==> src/rtl/core/assert_macros.svh <==
// ----------------------------------------------------------------------------
// assert_macros.svh
// shared concurrent assertion macros, clocked on clk, disabled in reset
// ----------------------------------------------------------------------------
`ifndef ASSERT_MACROS_SVH
`define ASSERT_MACROS_SVH

// same-cycle implication
`define CHK_NOW(lbl, ante, cons, msg) \
    lbl: assert property (@(posedge clk) disable iff (!rst_n) (ante) |-> (cons)) \
        else $error(msg);

// next-cycle implication
`define CHK_NEXT(lbl, ante, cons, msg) \
    lbl: assert property (@(posedge clk) disable iff (!rst_n) (ante) |=> (cons)) \
        else $error(msg);

`endif

==> src/rtl/core/fla_pkg.sv <==
// ----------------------------------------------------------------------------
// fla_pkg
// types, codes and constants of the free list page allocator
// ----------------------------------------------------------------------------
package fla_pkg;

    localparam int MAX_PAGES_DEF = 4096;

    // page size in bytes, a power of two
    localparam int PAGE_BYTES = 4096;
    localparam int PAGE_SHIFT = $clog2(PAGE_BYTES);

    localparam int PAGE_W    = 28;
    localparam int ADDR_W    = 40;
    localparam int CNT_OUT_W = 13;
    localparam int APB_AW    = 3;
    localparam int APB_DW    = 32;

    localparam logic [PAGE_W-1:0] BASE_RESET = 28'd524288;
    localparam logic [PAGE_W-1:0] TOP_RESET  = 28'd528384;

    typedef enum logic [1:0] {
        MODE_INIT  = 2'd0,
        MODE_ALLOC = 2'd1,
        MODE_FREE  = 2'd2,
        MODE_QUERY = 2'd3
    } mode_t;

    typedef enum logic [2:0] {
        STAT_OK         = 3'd0,
        STAT_EMPTY      = 3'd1,
        STAT_MISALIGNED = 3'd2,
        STAT_RANGE      = 3'd3,
        STAT_OVERFLOW   = 3'd4
    } status_t;

    typedef enum logic {
        REG_BASE = 1'b0,
        REG_TOP  = 1'b1
    } reg_index_t;

    typedef enum logic {
        ST_IDLE = 1'b0,
        ST_EXEC = 1'b1
    } fsm_state_t;

    typedef struct packed {
        mode_t              mode;
        logic [ADDR_W-1:0]  address;
    } req_t;

    typedef struct packed {
        status_t               status;
        logic [ADDR_W-1:0]     page_address;
        logic [CNT_OUT_W-1:0]  free_count;
        logic [CNT_OUT_W-1:0]  used_count;
        logic [CNT_OUT_W-1:0]  total_count;
    } rsp_t;

    typedef struct packed {
        logic capture;
        logic commit;
    } dp_cmd_t;

    typedef struct packed {
        logic rsp_valid;
    } dp_sts_t;

endpackage

==> src/rtl/core/fla_cfg.sv <==
// ----------------------------------------------------------------------------
// fla_cfg
// apb register bank holding base_page and top_page
// ----------------------------------------------------------------------------
module fla_cfg (
    input  logic                         clk,
    input  logic                         rst_n,
    input  logic                         psel,
    input  logic                         penable,
    input  logic                         pwrite,
    input  logic [fla_pkg::APB_AW-1:0]   paddr,
    input  logic [fla_pkg::APB_DW-1:0]   pwdata,
    output logic [fla_pkg::APB_DW-1:0]   prdata,
    output logic                         pready,
    output logic [fla_pkg::PAGE_W-1:0]   base_page,
    output logic [fla_pkg::PAGE_W-1:0]   top_page
);
    import fla_pkg::*;

    logic [PAGE_W-1:0] base_reg;
    logic [PAGE_W-1:0] top_reg;
    logic              wr_en;
    reg_index_t        sel;

    assign pready = 1'b1;
    assign wr_en  = psel && penable && pwrite;
    // word index, low byte bits ignored
    assign sel    = reg_index_t'(paddr[2]);

    always_ff @(posedge clk or negedge rst_n)
    begin
        if (!rst_n)
        begin
            base_reg <= BASE_RESET;
            top_reg  <= TOP_RESET;
        end
        else if (wr_en)
        begin
            unique case (sel)
                REG_BASE: base_reg <= pwdata[PAGE_W-1:0];
                REG_TOP:  top_reg  <= pwdata[PAGE_W-1:0];
                default:  ;
            endcase
        end
    end

    always_comb
    begin
        unique case (sel)
            REG_BASE: prdata = {{(APB_DW-PAGE_W){1'b0}}, base_reg};
            REG_TOP:  prdata = {{(APB_DW-PAGE_W){1'b0}}, top_reg};
            default:  prdata = '0;
        endcase
    end

    assign base_page = base_reg;
    assign top_page  = top_reg;

endmodule

==> config.mk <==
export PLATFORM = sky130hd
export DESIGN_NAME = fla_cfg
export DESIGN_NICKNAME = d
export VERILOG_FILES = /design/src/rtl/core/assert_macros.svh /design/src/rtl/core/fla_pkg.sv /design/src/rtl/core/fla_cfg.sv
export SDC_FILE = /design/constraint.sdc
export NUM_CORES = 1
export LEC_CHECK = 0
export BUFFER_PORTS_ARGS = -buffer_cell sky130_fd_sc_hd__buf_2
export CAP_MARGIN = 20
export CORE_AREA = 3 3 77 79
export DETAILED_ROUTE_END_ITERATION = 8
export DIE_AREA = 0 0 80 82
export PLACE_DENSITY = 0.83
export SLEW_MARGIN = 20
export SYNTH_ARGS = -nofsm -noshare
export SYNTH_HDL_FRONTEND = slang
export SYNTH_SLANG_ARGS = --single-unit
==> constraint.sdc <==
create_clock -name clk -period 2.5 [get_ports clk]
set_input_delay 0.375 -clock clk [delete_from_list [all_inputs] [get_ports clk]]
set_output_delay 0.375 -clock clk [all_outputs]
set_load 0.01 [all_outputs]
==> summary.md <==
| Metric | Value |
|---|---|
| Status | `finished, final reports clean` |
| Crit path kind | `in2out` |
| GRT Overall Usage | `between 15 and 20%` |
| R2R setup slack | `1.70 ns` |
| Worst Path Arrival | `1.54 ns` |
| Top cell family by delay on the critical path | `buffers and inverters` |
| # clock sinks | `56` |
| Initial antenna violation count | `0` |
| Global-route wire length before repair | `approximately 8200 um` |
| Final nets | `317` |
| Highest Signal Layer | `met4` |
| H-Tree Depth | `2` |
| Clock share of power | `between 20 and 25%` |
| I/O pin count | `approximately 130` |
| Number of nets with antenna violations after routing | `0` |
| Fmax | `521.6 MHz` |
| Final clock skew | `0 ns` |
| Mean post-synth cell area | `16.42 um^2` |
| Max VDD drop | `roughly 400 uV` |
| Area Overhead vs Synth | `28.79%` |
| Post-synth cell types | `11` |
| Post-cts resize count | `0` |
| Drt first-iter violations | `50` |
| Mapped cell area | `2577 um^2` |
| Fraction of registers with async set/reset | `100.0%` |
| Register bit total from synthesis | `56` |
| Largest net degree at the start of global routing | `32` |
| Vias in the first global route | `1698` |
| Sequential power share | `45.5%` |
| Top post-synthesis cells by area | `dfrtp_1 (51%), mux2_2 (28%), mux2_4 (12%)` |
| Ys Warns | `0` |
| Reg2reg end | `top_page[9]` |
| Worst EP required | `between 2 and 2.5 ns` |
| Routed vias/inst | `4.889` |
| GRT overflow | `0` |
| CP most frequent cell | `buf_2` |
| Setup TNS Final | `0 ns` |
| Pleak | `1.724 nW` |
| Worst setup EP type | `output port` |
| Yosys top cell by area | `dfrtp_1` |
| Post-synth EDFFs | `0` |
| Die area | `~6600 um^2` |
| Reg2Reg Depth | `1` |
| Endpoint, Worst Hold | `top_page[9]` |
| Max-cap violation count | `0` |
| Hold Path Depth | `2` |
| Die width | `80 um` |
| DP HPWL | `4064 um` |
| FF/Latch Area | `1405 um^2` |
| Slew headroom | `61.89%` |
| Sw Share | `between 20% and 30%` |
| FILL cells | `437` |
| Fin. Hold Viols | `0` |
| Crit-path cells | `buf_2 > buf_4 > mux2_2 > buf_2` |
| Worst path slowest cell | `buf_2` |
| Min-Delay Path Class | `in2reg` |
| Num CTS Buffers | `5` |
| Post-synth top area share | `51.46%` |
| Critical R2R Launch | `top_page[9]` |
| Metal-1 WL | `between 2000 and 2500 um` |
| TritonRoute pass-1 iters | `3` |
| Int Pwr | `1.944 mW` |
| Total Power | `2.777 mW` |
| CP startpoint kind | `primary input` |
| CP Buf/Inv Count | `3` |
| Slowest stage delay, CP | `0.37 ns` |
| P per Cell Area | `836.6 nW/um^2` |
| RSZ-0062 raised after global routing | `no` |
| Slew @ Worst Pin | `0.5706 ns` |
| Clock buffer depth | `2` |
| Clk slew on worst S/H paths | `0.10 ns` |
| Root Buffer | `clkbuf_8` |
| Final setup fails | `0` |
| WL/cell | `15.16 um` |
| Detailed-route via count | `1711` |
| DRC Markers | `0` |
| Starting density of the core | `47.69%` |
| Row Count | `27` |
| Gp weighted congestion | `0.6738` |
| Worst-path fanout max | `19` |
| TritonCTS clock tree | `yes` |
| Post-Syn Instances | `157` |
| Top cells by count, synth | `mux2_2 (63), dfrtp_1 (53), mux2_4 (20), buf_4 (7), buf_6 (5)` |
| Hold path start | `pwdata[9]` |
| Final Max Slew Viols | `0` |
| Share of the yosys chip area belonging to registers | `a little over half` |
| Die Height | `82 um` |
| Clk_lat worst skew | `0.30 ns` |
| Final min period | `around 1.9 ns` |
| Routed length on met3 | `361 um` |
| NetSw | `between 800 and 900 uW` |
| Top-count cell post-synth | `mux2_2` |
| Ant diodes | `0` |
| Comb power frac | `between 30% and 40%` |
| Stages on worst setup path | `4` |
| Core ar. | `5405 um^2` |
| Layout cell share with drive strength beyond 1 | `78.06%` |
| Final WL | `5306 um` |
| Hold WS | `0.2989 ns` |
| Routed wl met2 | `roughly 2700 um` |
| Port bufs | `approximately 120` |
| Multi-input gate area | `1070 um^2` |
| Main synth FF type | `dfrtp_1` |
| Fin crit share | `between 70% and 80%` |
==> metal layers <==
metal,track usage [%],up-vias
met5,0,-
met4,4.561,0
met3,3.838,4
met2,28.97,70
met1,19.52,840
li1,-,797
==> layout make-up <==
| class | instances | area share (%) |
|---|---|---|
| clock inverters | 2 | 1.168 |
| flip-flops and latches | 56 | 42.33 |
| clock buffers | 6 | 2.488 |
| repair buffers | 123 | 19.07 |
| well taps | 72 | 2.714 |
| multi-input cells | 91 | 32.23 |
==> metrics by stage <==
stage               std cells  cell area [um^2]  utilization, %  worst slack, ns
finish                    350              3319           61.41           0.5830
global route              350              3319           61.41           0.4980
CTS                       350              3319           61.41           0.5506
detailed placement        341              3188           58.98           0.5453
global placement          341              3188           58.98           0.5465
floorplan                 160              2589               -            1.014
==> logic make-up (layout without fill, tap and decap cells) <==
group	count (synthesis)	after routing	share of synthesized area (%)
multiplexers	84	84	39.61
buffers and inverters	13	131	4.417
flip-flops	56	56	54.51
other	2	5	0.2914
AND/OR/NAND/NOR	2	2	1.165
==> layout by cell type, fill, tap and decap left out, drive strengths merged <==
cell type	n
bufinv	1
dfstp	3
clkbuf	6
dfrtp	53
dlygate4sd3	1
mux2	84
conb	5
nand4b	1
nand4	1
clkinv	1
buf	122
==> what timing repair did <==
action	4_1_cts	5_1_grt
hold endpoints to repair	1	0
setup endpoints to repair	0	0
buffers inserted	0	0
hold buffers	1	0
==> power by group through the flow <==
stage          registers (mW)  clock network (mW)  logic (mW)
4_1_cts                  1.27               0.638       0.916
6_report                 1.26               0.613       0.901
3_5_place_dp             1.28                   0       0.913
5_1_grt                  1.29               0.668       0.976
3_3_place_gp             1.27                   0       0.890
2_1_floorplan            1.35                   0       0.426
==> flip-flops by register name (all words and copies together) (netlist names) <==
signal / cells
base_page: 28
top_page: 28
==> worst max path at each step <==
| stage | from | endpoint |
|---|---|---|
| after CTS | paddr[2] | prdata[20] |
| after global placement | paddr[2] | top_page[9] |
| final | paddr[2] | prdata[20] |
| after global routing | paddr[2] | prdata[17] |
| after floorplan | paddr[2] | prdata[10] |
| after detailed placement | paddr[2] | top_page[9] |
Note: power is estimated with default switching activity, not from simulation.
